File: src/rtl/pa_pkg.sv
// Shared types and constants for the page allocator.
`default_nettype none

package pa_pkg;

    // Geometry
    localparam int NUM_PAGES  = 4096;
    localparam int PAGE_BYTES = 4096;
    localparam int PAGE_AW    = $clog2(NUM_PAGES);
    localparam int PAGE_SHIFT = $clog2(PAGE_BYTES);

    // Field widths
    localparam int CNT_W  = 13;
    localparam int ADDR_W = 32;
    localparam int RC_W   = 32;
    localparam int FUNC_W = 3;
    localparam int PNUM_W = ADDR_W - PAGE_SHIFT;
    localparam int WORD_W = RC_W + 1;

    // Stream payload widths
    localparam int IN_FIELDS_W  = ADDR_W + CNT_W + ADDR_W;
    localparam int IN_W         = ((IN_FIELDS_W + 7) / 8) * 8;
    localparam int OUT_FIELDS_W = 1 + ADDR_W + RC_W + CNT_W + CNT_W;
    localparam int OUT_W        = ((OUT_FIELDS_W + 7) / 8) * 8;

    localparam logic [RC_W-1:0] RC_MAX = '1;

    typedef enum logic [FUNC_W-1:0] {
        FN_ALLOC = 3'd0,
        FN_FREE  = 3'd1,
        FN_MARK  = 3'd2,
        FN_INC   = 3'd3,
        FN_DEC   = 3'd4,
        FN_GET   = 3'd5
    } func_t;

    typedef enum logic [2:0] {
        ST_CLEAR,
        ST_IDLE,
        ST_SCAN,
        ST_FILL,
        ST_RD,
        ST_WR,
        ST_DONE
    } state_t;

    // Result of one page read-modify-write
    typedef struct packed {
        logic            used;
        logic [RC_W-1:0] count;
        logic [RC_W-1:0] rc;
        logic            claim;
        logic            drop;
    } upd_t;

endpackage

`default_nettype wire

File: src/rtl/pa_page_unit.sv
// Per-page update unit: new used bit and reference count for one page.
`default_nettype none

module pa_page_unit
    import pa_pkg::*;
(
    input  wire func_t              func,
    input  wire logic [WORD_W-1:0] word,
    output upd_t                    upd
);

    logic            used;
    logic [RC_W-1:0] count;
    logic [RC_W-1:0] dec_count;

    assign used      = word[WORD_W-1];
    assign count     = word[RC_W-1:0];
    assign dec_count = (count != '0) ? count - RC_W'(1) : '0;

    // Compute the page's new state for the operation
    always_comb
    begin
        upd.used  = used;
        upd.count = count;
        upd.rc    = count;
        upd.claim = 1'b0;
        upd.drop  = 1'b0;
        case (func)
            FN_FREE, FN_DEC:
            begin
                if (!used)
                begin
                    upd.count = '0;
                    upd.rc    = '0;
                end
                else if (dec_count != '0)
                begin
                    upd.count = dec_count;
                    upd.rc    = dec_count;
                end
                else
                begin
                    upd.used  = 1'b0;
                    upd.count = '0;
                    upd.rc    = '0;
                    upd.drop  = 1'b1;
                end
            end
            FN_MARK, FN_INC:
            begin
                if (!used)
                begin
                    upd.used  = 1'b1;
                    upd.count = RC_W'(1);
                    upd.rc    = RC_W'(1);
                    upd.claim = 1'b1;
                end
                else if (count == '0)
                begin
                    upd.count = RC_W'(1);
                    upd.rc    = RC_W'(1);
                end
                else if (func == FN_INC && count != RC_MAX)
                begin
                    upd.count = count + RC_W'(1);
                    upd.rc    = count + RC_W'(1);
                end
            end
            default:
            begin
                upd.rc = count;
            end
        endcase
    end

endmodule

`default_nettype wire

File: config.mk
export PLATFORM = sky130hd
export DESIGN_NAME = pa_page_unit
export DESIGN_NICKNAME = d
export VERILOG_FILES = /design/src/rtl/pa_pkg.sv /design/src/rtl/pa_page_unit.sv
export SDC_FILE = /design/constraint.sdc
export NUM_CORES = 1
export LEC_CHECK = 0
export BUFFER_PORTS_ARGS = -buffer_cell sky130_fd_sc_hd__buf_4
export CAP_MARGIN = 20
export CORE_MARGIN = 5
export CORE_UTILIZATION = 34
export DETAILED_ROUTE_END_ITERATION = 16
export GPL_ROUTABILITY_DRIVEN = 1
export PLACE_DENSITY_LB_ADDON = 0.2
export REMOVE_ABC_BUFFERS = 1
export SYNTH_ARGS = -nofsm -noshare
export SYNTH_HDL_FRONTEND = slang
export SYNTH_SLANG_ARGS = --single-unit
File: constraint.sdc
create_clock -name vclk -period 9.02
set_input_delay 1.353 -clock vclk [all_inputs]
set_output_delay 1.353 -clock vclk [all_outputs]
set_load 0.05 [all_outputs]
**After elaboration in Yosys (flattened, before gate mapping)**

Cells that the tools add are included.

- Register bits after elaboration: 0
- Latch bits: 0
- Bits in writable memories: 0
- Memory bits (read-only): 0
- Input bits: 36
- Output and inout bits: 67
- Logic and storage cells: 28
- Memories kept: 0

- $add $sub $neg: 2
- Multiply operators: 0
- Div/mod/pow operators: 0
- Magnitude comparators: 0
- Equality and inequality tests: 5
- Shift-type cells: 0
- Muxes and demuxes: 15
- Bitwise gates (word level): 0
- Reduce and logical (&&, ||, !) cells: 6

Operator list:

| kind | count |
|---|---|
| 64-bit two-way mux | 5 |
| 33-bit one-hot mux with 2 select lines | 1 |
| 32-bit one-hot mux with 2 select lines | 1 |
| 32-bit nonzero test | 2 |
| 32-bit by 1-bit adder with 32-bit output (second input constant) | 1 |
| 32-bit zero test | 1 |
| 32-bit two-way mux | 1 |
| 32-bit inequality test (second input constant) | 1 |
| 32-bit by 1-bit subtractor with 32-bit output (second input constant) | 1 |
| 1-bit two-way mux | 7 |
| 3-bit by 2-bit == test with 1-bit output (second input constant) | 2 |
| 2-bit OR reduction | 2 |
| 3-bit by 1-bit == test with 1-bit output (second input constant) | 1 |
| 3-bit == test (second input constant) | 1 |
| 1-bit logical AND | 1 |

**Logic depth before layout (Yosys ltp)**

- Depth after elaboration: 6
- Gate-level depth with buffers: 14
- Depth with buffers taken out: 11

**Least setup slack after synthesis**

Ideal clock, no wire load.

- Path kind: input-to-output
- From: input word[0]
- To: output upd[40] (netlist bit)
- Arrival: 5.137 ns
- Data required time: 7.667 ns
- Slack: 2.530 ns
- Stages on the path: 14
- Path buffers: 3
- Path through: inv_1 > ha_1 > nor3b_2 > and4_1 > buf_2 > nand3_2 > or2_1 > o311ai_1 > nor4b_2 > a21oi_2 > buf_2 > a21oi_1 > o21ai_0 > buf_4

RTL lines:

| element | line | RTL |
|---|---|---|
| from (decl) | pa_page_unit.sv:8 | `input wire logic [WORD_W-1:0] word,` |
| to (decl) | pa_page_unit.sv:9 | `output upd_t upd` |

==> run metrics <==
die area 9770 sq um; via count of the first global-routing pass 3133; TNS Setup 0 ps; result of the run complete, no violations; count of clock buffers in the final design 0; via count 3580; initial standard-cell utilization of the core 0.347; path type of the worst min-delay path in -> out; number of warnings printed during yosys synthesis 0; mean post-synth cell area 6.14 sq um; sequential cell area fraction in the yosys report 0; power density over the cells 76.9 nW/um^2; global-route wire length before repair 16300 microns; count of different cell masters after synthesis 65; synth cell count leaders a21oi_1 (36), buf_4 (32), nand3_1 (32), nor2_1 (30); Sw Ratio 0.705; Period minus WS final 6480 ps; setup bufs post-CTS 0; RSZ-0062 raised after global routing no; library cell with the highest instance count after synthesis a21oi_1; Chip Height 98.8 microns; grt ovf 0; routed wire length per instance 17.7 microns; row cnt 32; Int Power 73.8 uW; Max Transition Viols Final 0; Leakage 0.00119 uW; synthesis-to-finish area growth 21.1%; DP Worst Slack 2600 ps; via-per-instance ratio 6.17; post-synthesis mux area share 0.0154; Synth Cell Area 2680 sq um; instance count of the mapped netlist 437; maximum achievable frequency 0.154 GHz; cts repair resizes 0; layout cell share with drive strength beyond 1 0.280; xor and xnor fraction of the mapped netlist area 0.0783; Arr. time, crit path 5130 ps; Max-Slew Margin vs Limit 0.304; number of hold buffers added after cts 0; global placer's final weighted congestion 0.907; fraction of the mapped netlist area in simple logic gates 0.443; top cells by area, synth buf_4 (9.0%), a21oi_1 (6.7%), nand3_1 (6.0%); WL final 10300 microns; Register Area 0 sq um; I/O pin cnt 103; horizontal die dimension 98.8 microns; dominant combinational cell family by area after synthesis simple AND/OR/NAND/NOR gates; peak supply drop 0.0389 mV; initial antenna violation count 0; post-synthesis adder-cell area fraction 0.00932; initial detailed-routing violation count 233; global-route usage over all layers 0.194; critical path fanouts, max 25; net switching power of the design 176 uW; Flop pwr share 0; number of max-cap violations 0; required time reported for the critical path endpoint 7670 ps; critical path start-end classification in -> out; post-synthesis cell type with the largest combined area buf_4; total placed instance area 3240 sq um; count of final hold-check violations 0; critical path startpoint category primary input; setup slack of the critical path after layout 2540 ps; post-DP HPWL 7910 microns; Total Nets Final 518; timing startpoint of the critical path word[0]; Hold Startpoint word[32]; top-area cell type share of the netlist area 0.0895; number of setup violations in the final report 0; combinational fraction of design power 1.000; DRC violations left 0; final worst path period share 0.718; number of detailed-route iterations in the first pass 5; Placeable Area 7730 sq um; kind of end point of the critical path output pin; number of flip-flops and latches 0; Ant. Diodes 0; post-route antenna net violation count 0; Synth Area in Compound Gates 0.295; Port Buffer Count 103; pin count of the biggest net entering global routing 26; Filler Cells Inserted 844; Clk network pwr share 0; slew at the pin closest to its max-slew limit 1040 ps; final design instance area without fill 3250 sq um
layout by cell type (no fill, tap or decap), types with 5 or more instances in the layout:
cell	synthesis	routed
o21ai_0	25	25
nand2b_1	8	8
a22oi_1	5	5
a211oi_1	6	6
nand4_1	15	15
nor2_1	30	30
and3_1	13	13
a31oi_1	12	12
buf_4	32	111
nand3b_1	6	6
nand3_1	32	32
or3_1	5	5
xor2_1	12	12
o21ai_1	9	9
and4_1	6	6
and2_1	6	6
xnor2_1	12	12
nor4_1	10	9
nand2_1	28	28
inv_1	6	6
a21oi_1	36	36
nor3_1	18	18
power groups by stage:
stage                     clock, uW  combinational (uW)  sequential, uW
final                             0                 250               0
after global routing              0                 263               0
after CTS                         0                 249               0
after detailed placement          0                 248               0
after floorplan                   0                 156               0
after global placement            0                 247               0
per-layer routing:
metal | global-route usage | wire length (microns)
met1 | 0.295 | 4760
met2 | 0.307 | 4630
met3 | 0.0142 | 829
met4 | 0.0200 | 65
met5 | 0 | 0
worst paths after layout:
kind,end,slack [ps],cells past startpoint
min,upd[1],3040,3
max,upd[20],2540,14
logic make-up after synthesis:
| kind of cell | after synthesis |
|---|---|
| simple gates | 205 |
| mux | 4 |
| xor+xnor | 24 |
| fa+ha+maj | 2 |
| buf+inv | 77 |
| compound gates | 125 |
critical path: stages:
cell      delay, ps
buf_4           140
inv_1            60
ha_1            230
nor3b_2         420
and4_1          470
nand3_2         200
or2_1           280
o311ai_1        370
nor4b_2         110
a21oi_2         400
buf_4           380
inv_2           200
o211ai_1        270
buf_4           240
final cells by class:
cell class | instances | area, sq um | area share
multi-input combinational | 360 | 2260 | 0.696
timing repair buffer | 111 | 833 | 0.256
tap | 102 | 128 | 0.0393
inverter | 7 | 26.3 | 0.00809
metrics by stage:
stage / power (uW) / util / hold WS, ps / cells
after floorplan: 156 / - / 2880 / 367
after global placement: 247 / 0.420 / 3040 / 579
after detailed placement: 248 / 0.420 / 3040 / 579
after CTS: 249 / 0.420 / 3050 / 579
after global routing: 263 / 0.420 / 3060 / 580
final: 250 / 0.420 / 3040 / 580
(Power assumes the default switching activity.)
