--- src/rtl/pa_ram.sv ---
// Generic simple dual-port RAM with registered read.
`default_nettype none

module pa_ram #(
    parameter int WIDTH = 8,
    parameter int DEPTH = 16
) (
    input  wire logic                     clk,
    input  wire logic                     we,
    input  wire logic [$clog2(DEPTH)-1:0] waddr,
    input  wire logic [WIDTH-1:0]         wdata,
    input  wire logic [$clog2(DEPTH)-1:0] raddr,
    output logic      [WIDTH-1:0]         rdata
);

    logic [WIDTH-1:0] mem [DEPTH];

    // Write port and registered read port
    always_ff @(posedge clk)
    begin
        if (we)
        begin
            mem[waddr] <= wdata;
        end
        rdata <= mem[raddr];
    end

endmodule

`default_nettype wire

--- config.mk ---
export PLATFORM = sky130hd
export DESIGN_NAME = pa_ram
export DESIGN_NICKNAME = d
export VERILOG_FILES = /design/src/rtl/pa_ram.sv
export SDC_FILE = /design/constraint.sdc
export NUM_CORES = 1
export LEC_CHECK = 0
export BUFFER_PORTS_ARGS = -buffer_cell sky130_fd_sc_hd__buf_2
export CAP_MARGIN = 20
export CORE_MARGIN = 8
export CORE_UTILIZATION = 40
export DETAILED_ROUTE_END_ITERATION = 12
export GPL_TIMING_DRIVEN = 0
export PLACE_DENSITY = 0.56
export SETUP_SLACK_MARGIN = 0.4
export SYNTH_ARGS = -nofsm -noshare
export SYNTH_HDL_FRONTEND = slang
export SYNTH_SLANG_ARGS = --single-unit
--- constraint.sdc ---
create_clock -name clk -period 2.6 [get_ports clk]
set_input_delay 0.39 -clock clk [delete_from_list [all_inputs] [get_ports clk]]
set_output_delay 0.39 -clock clk [all_outputs]
set_load 0.05 [all_outputs]
== Word-level counts from Yosys, hierarchy flattened ==
Memory sizes are Yosys's and may differ from the RTL's. A register that Yosys moved wholly into a read port is not among the register bits.
Cells that the tools add are included.
Storage, ports and cells
  input port bits: 18
  register bits: 0
  output and inout port bits: 8
  memory bits (writable): 128
  logic and storage cells: 3
  memories: 1
Memories
  mem: words 16, bits a word 8, rd ports 1, clocked after Yosys merged registers in 1, write ports 1, RTL line 16  | logic [WIDTH-1:0] mem [DEPTH];
Cells by class
  multiplexer cells: 2
Operator list (count)
  two-way mux 1 bit: 2

== Longest topological paths before layout ==
Gate-level depths: netlist of run 1.
  depth after elaboration: 2
  mapped depth: 5
  depth with buffers taken out: 3

== Worst setup path after synthesis of run 1 ==
Ideal clock, no wire load.
  kind: input port to flip-flop
  start: input port waddr[2]
  end: memory mem[0][0], enable pin
  path buffers: 0
  setup slack: 0.717 ns
  cell stages on the path: 2
  required time: 2.217 ns
  setup time: 0.383 ns
  arrival: 1.500 ns
  cells stage by stage: or3b_2 -> nor3_1
RTL lines
  from (decl): RTL line 10  | input wire logic [$clog2(DEPTH)-1:0] waddr,
  to (decl): RTL line 16
Straight into the memory's write port.

== Worst setup path in the final report of run 1 ==
  start: input port waddr[2]
  end: memory mem[3][3], enable pin
Straight into the memory's write port.

==> impl_metrics.toml, run 1 <==
[outcome]
status = "finished, final reports clean"

[cells_and_area]
final_core_util = 0.481
layout-drive-gt1-share = 0.294
finalNonFillerCells = 461
nFillCells = 1076
syn2layout_area_growth_pct = 18.0
finalNetCount = 294
num_antenna_cells = 0

[timing]
max-slew-margin-rel = 0.444
tns_ps = 0
setup_viol = 0
clock_skew_ps = 6.49
rsz0062_at_grt = "no"
hold_violations = 0
worst_pin_slew_ps = 831
drv_slew = 0
fmax_mhz = 594
min_period_ps = 1680
post-route-period-util = 0.647

[clock_tree]
cts.root.buffer_cell = "clkbuf_16"
cts_tree = "done"
cts_buffer_depth = 2
clk_latency_ps = 400
cts_setup_buffers = 0
ctsHtreeMaxLevel = 4
numCtsBuffers = 17
clock-sinks = 136
clkSlewWorstSetupHoldPaths_ps = 50
cts-resized-gates = 0
ctsHoldBuffers = 0

[worst_setup_path]
critical_path.top_delay_family = "simple AND/OR/NAND/NOR gates"
critPathLaunchType = "input pin"
path_max_fanout = 8
rr_worst_depth = 3
crit_chain = "buf_2, or3b_2, nor2_1"
r2r-end = "rdata[0]"
critPathKind = "in2reg"
crit_arrival_ps = 1710
crit_buf_inv = 1
end_kind = "flip-flop"
r2r_slack_ps = 1170
reg2reg_from = "mem[5][0]"
worstSetupStartpoint = "waddr[2]"
cpPeakStageDelay_ps = 660
crit_path_top_delay_cell = "nor2_1"
worstPathRequired_ps = 2620

[synthesis]
seq_area_frac_synth = 0.778
syn_inst = 229
syn_nets = 247
yosys.area_share.simple = 0.0318
synthArstFlopShare = 0
syn_area_per_cell_sq_um = 22.5
synth_edf_count = 128
synth.distinct_cells = 19
ys_ff_latch = 136
yosysWarnings = 0
synth-compound-area-share = 0.0233
syn_area_sq_um = 5150
synthAdderAreaFrac = 0
yosys.area_share.xor_xnor = 0
yosys_most_used_dff = "edfxtp_1"
synth_mux_area_frac = 0.150
synth_top_family_by_area = "multiplexers"

[place]
port-buffer-count = 24
dp_cells = 429
dpl.hpwl_um = 6490
place_congestion = 0.681

[drt]
wirelength_um = 9950
wl_per_cell_um = 21.6
via_count = 2304
drt_iter0_drc = 267
drtPass1Iterations = 4
ant_nets = 0
viasPerCell = 5.00
drc = 0

[power]
ir_drop_uv = 387
leakagePower_nw = 2.04
power_density_nw_per_um2 = 824

[min_path]
min_from = "wdata[6]"
hold_end = "mem[4][6]"
hold_depth = 1
hold_path.class = "in2reg"

[floorplan]
core-area_sq_um = 12600
row_count = 41
die-area_sq_um = 16800
ioPinCount = 26
start_util = 0.408
die_y_um = 129
chipWidth_um = 129

[grt]
grt_pass1_vias = 2398
track_usage = 0.129
antenna_found_initial = 0
grt-ovfl-total = 0
grt_max_degree = 17
grt_pass1_wl_um = 15100

[job]
max-cap-violations = 0
[worst max path at each step]
stage / depth (start not counted) / slack, ps / endpoint
finish: 3 / 920 / mem[3][3]
global route: 3 / 870 / mem[2][6]
CTS: 3 / 900 / mem[3][6]
floorplan: 2 / 720 / mem[0][0]
global placement: 3 / 100 / mem[0][7]
detailed placement: 3 / 480 / mem[3][1]
[worst register-to-register path: stages (launching register included)]
cell      delay (ps)
edfxtp_1         360
mux4_1           530
a22oi_1          330
nand2_1           90
[registers in the layout, indices dropped and copies added, names as in the netlist]
name and count:
mem 128, rdata 8
[layout make-up]
type / instances / area (sq um) / share of cell area
Sequential cell: 136 / 4000 / 0.659
Buffer: 10 / 86.3 / 0.0142
Clock buffer: 23 / 468 / 0.0770
Multi-Input combinational cell: 83 / 1060 / 0.174
Clock inverter: 9 / 100 / 0.0165
Timing Repair Buffer: 28 / 145 / 0.0239
Tap cell: 172 / 215 / 0.0354
[placed cells by master, fill, tap and decap left out]
master and count:
edfxtp_1 128, buf_2 29, mux4_2 18, clkbuf_16 17
a22oi_1 16, mux4_1 14, nor2_1 13, nand2_1 9
dfxtp_1 8, clkinv_2 5, nor3_1 4, clkbuf_1 4
buf_6 3, clkdlybuf4s25_2 3, buf_4 3, nand3b_1 2
nand2b_1 2, bufinv_16 2, clkinvlp_4 2, clkbuf_8 2
nor2b_1 1, and2_1 1, and2b_1 1, nand3_1 1
or3b_2 1
[power breakdown]
part / total, mW / switching (mW) / leakage, nW / internal [mW]
clock: 2.26 / 0.810 / 0.277 / 1.45
combinational: 0.282 / 0.184 / 0.537 / 0.0983
sequential: 2.46 / 0.0107 / 1.22 / 2.45
[Yosys cell counts (2+ instances only)]
library cell | count | area (sq um)
edfxtp_1 | 128 | 3840
mux4_2 | 18 | 405
a22oi_1 | 16 | 120
mux4_1 | 14 | 368
nor2_1 | 13 | 48.8
nand2_1 | 9 | 33.8
dfxtp_1 | 8 | 160
nor3_1 | 4 | 20.0
buf_2 | 3 | 15.0
buf_6 | 3 | 33.8
clkdlybuf4s25_2 | 3 | 30.0
nand2b_1 | 2 | 12.5
nand3b_1 | 2 | 15.0
[cell families (layout without fill, tap and decap cells)]
logic type | after synthesis | in the layout
mux | 32 | 32
compound gates | 16 | 16
buf+inv | 10 | 70
simple gates | 35 | 35
flops | 136 | 136
[through the flow]
stage          worst slack [ps]  hold WS [ps]  area (sq um)  power [mW]
6_report                    917           391          6080        5.01
3_3_place_gp               98.0           657          5480        2.79
4_1_cts                     899           380          6080        5.05
5_1_grt                     868           389          6080        5.16
2_1_floorplan               717           489          5150        2.68
3_5_place_dp                477           671          5510        2.80
[metal layers]
metal  track usage  share of wire  vias up
met2         0.201           0.50       72
met5             0              0        -
met4        0.0471         0.0079        0
met3        0.0353          0.063        4
met1         0.171           0.43     1162
li1              -              -     1066
No activity file was read; power rests on OpenSTA's default activity.
==> run 2: changes to the inputs <==
Settings changed: ABC_AREA from default to 1, PLACE_DENSITY 0.56 to 0.58.
Clock period 2.6 ns to 1.5 ns, I/O delays scaled along.
==> impl_metrics.toml, run 2 <==
[outcome]
status = "finished, final reports clean"

[synthesis]
syn_inst = 551
synth.distinct_cells = 12
synth_top_area_share = 0.667
syn_nets = 569
yosysTopAreaCell = "edfxtp_1"
netlist_top_cells_count = "nand2_1 (173), edfxtp_1 (128), inv_1 (100)"
yosysMostFrequentCell = "nand2_1"
seq_area_frac_synth = 0.694
yosys_most_used_dff = "edfxtp_1"
ys_ff_latch = 136
syn_area_sq_um = 5770
syn_area_per_cell_sq_um = 10.5
synthArstFlopShare = 0
synth_edf_count = 128
synth_area_leaders = "edfxtp_1 (67%), nand2_1 (11%), nand3_1 (8.4%)"
yosysWarnings = 0

[drt]
ant_nets = 0
wl_per_cell_um = 18.0
wirelength_um = 14200
drtPass1Iterations = 6
viasPerCell = 4.91
drc = 0
drt_iter0_drc = 442
via_count = 3872

[worst_setup_path]
worstPathRequired_ps = 1540
critPathKind = "in2reg"
critPathLaunchType = "input pin"
end_kind = "flip-flop"
path_max_fanout = 8
worstSetupStartpoint = "waddr[3]"
reg2reg_from = "mem[11][4]"
crit_arrival_ps = 1170

[cells_and_area]
num_antenna_cells = 0
top_register = "mem"
nFillCells = 1334
layout-drive-gt1-share = 0.160
layout_commonest_cell = "nand2_1"
finalInstanceArea_sq_um = 6830
largest_reg_flops = 128
finalNonFillerCells = 789
seq_area_sq_um = 4010
final_cell_mix = "nand2_1 (173), edfxtp_1 (128), inv_1 (100)"
final_core_util = 0.477
finalNetCount = 610
reg_top3 = "mem: 128 flops, rdata: 8 flops"
syn2layout_area_growth_pct = 18.4
multiInputGateArea_sq_um = 1270

[floorplan]
die_y_um = 136
die-area_sq_um = 18500
ioPinCount = 26
core-area_sq_um = 14300
chipWidth_um = 136
start_util = 0.403
row_count = 44

[timing]
min_period_ps = 1120
hold_violations = 0
tns_ps = 0
worst_pin_slew_ps = 575
fmax_mhz = 890
clock_skew_ps = 8.55
drv_slew = 0
setup_viol = 0
max-slew-margin-rel = 0.616
post-route-period-util = 0.749
rsz0062_at_grt = "yes"

[clock_tree]
ctsHoldBuffers = 0
cts_setup_buffers = 0
ctsHtreeMaxLevel = 4
clock-sinks = 136
numCtsBuffers = 17
clkSlewWorstSetupHoldPaths_ps = 60
cts_buffer_depth = 2
cts.root.buffer_cell = "clkbuf_16"
cts_tree = "done"
clk_latency_ps = 410

[place]
placed_area_sq_um = 6120
port-buffer-count = 22
place_congestion = 0.897
dpl.hpwl_um = 9280
dp_cells = 757

[power]
leakagePower_nw = 2.92
power_density_nw_per_um2 = 1320
ir_drop_uv = 738

[grt]
grt_pass1_vias = 3726
antenna_found_initial = 0
grt_max_degree = 17
grt-ovfl-total = 0
track_usage = 0.161
busiest_layer = "met2"
met3_usage = 0.0325
use_met2 = 0.243
use_met1 = 0.219
grt_pass1_wl_um = 21600

[min_path]
hold_path.class = "in2reg"
min_from = "wdata[7]"

[job]
max-cap-violations = 0
run 2: cell families (layout without fill, tap and decap cells):
| kind of cell | Yosys count | in the layout | share of synthesized area |
|---|---|---|---|
| simple gates | 289 | 289 | 0.210 |
| flops | 136 | 136 | 0.694 |
| buf+inv | 126 | 180 | 0.0952 |
run 2: path summary, 6_finish.rpt:
check	end	slack (ps)	cells after the start
hold reg to reg	rdata[1]	690	6
setup reg to reg	rdata[4]	450	6
setup / recovery	mem[5][0]	380	3
hold / removal	mem[13][7]	250	1
run 2: per-layer routing:
| layer | wire [um] | up-vias |
|---|---|---|
| li1 | - | 1857 |
| met1 | 6470 | 1847 |
| met2 | 6510 | 142 |
| met3 | 765 | 26 |
| met4 | 431 | 0 |
| met5 | 0 | - |
run 2: critical path: stages:
cell,delay (ps)
buf_2,110
nand3b_1,290
nor2_2,530
run 2: layout make-up:
type | instances | share of cell area
multi-input cells | 289 | 0.187
plain buffers | 24 | 0.0251
repair buffers | 22 | 0.0273
inverters | 102 | 0.0561
flip-flops and latches | 136 | 0.588
clock inverters | 11 | 0.0191
clock buffers | 21 | 0.0645
well taps | 184 | 0.0337
run 2: what timing repair did:
action	4_1_cts	5_1_grt
setup endpoints to repair	92	70
resized for setup	41	8
gates cloned	0	0
pin swaps	0	0
endpoints found under the hold margin	0	0
run 2: where the power goes:
part           total [mW]  internal (mW)  switching, mW
combinational       0.701          0.214          0.487
clock                4.04           2.58           1.46
sequential           4.29           4.26         0.0296
total                9.03           7.05           1.98
run 2: metrics by stage:
stage | setup WS, ps | power (mW) | hold WS (ps)
finish | 376 | 9.03 | 245
global route | 311 | 9.28 | 236
CTS | 360 | 9.05 | 238
detailed placement | -282 | 4.99 | 671
global placement | -209 | 4.98 | 658
floorplan | 324 | 4.74 | 324
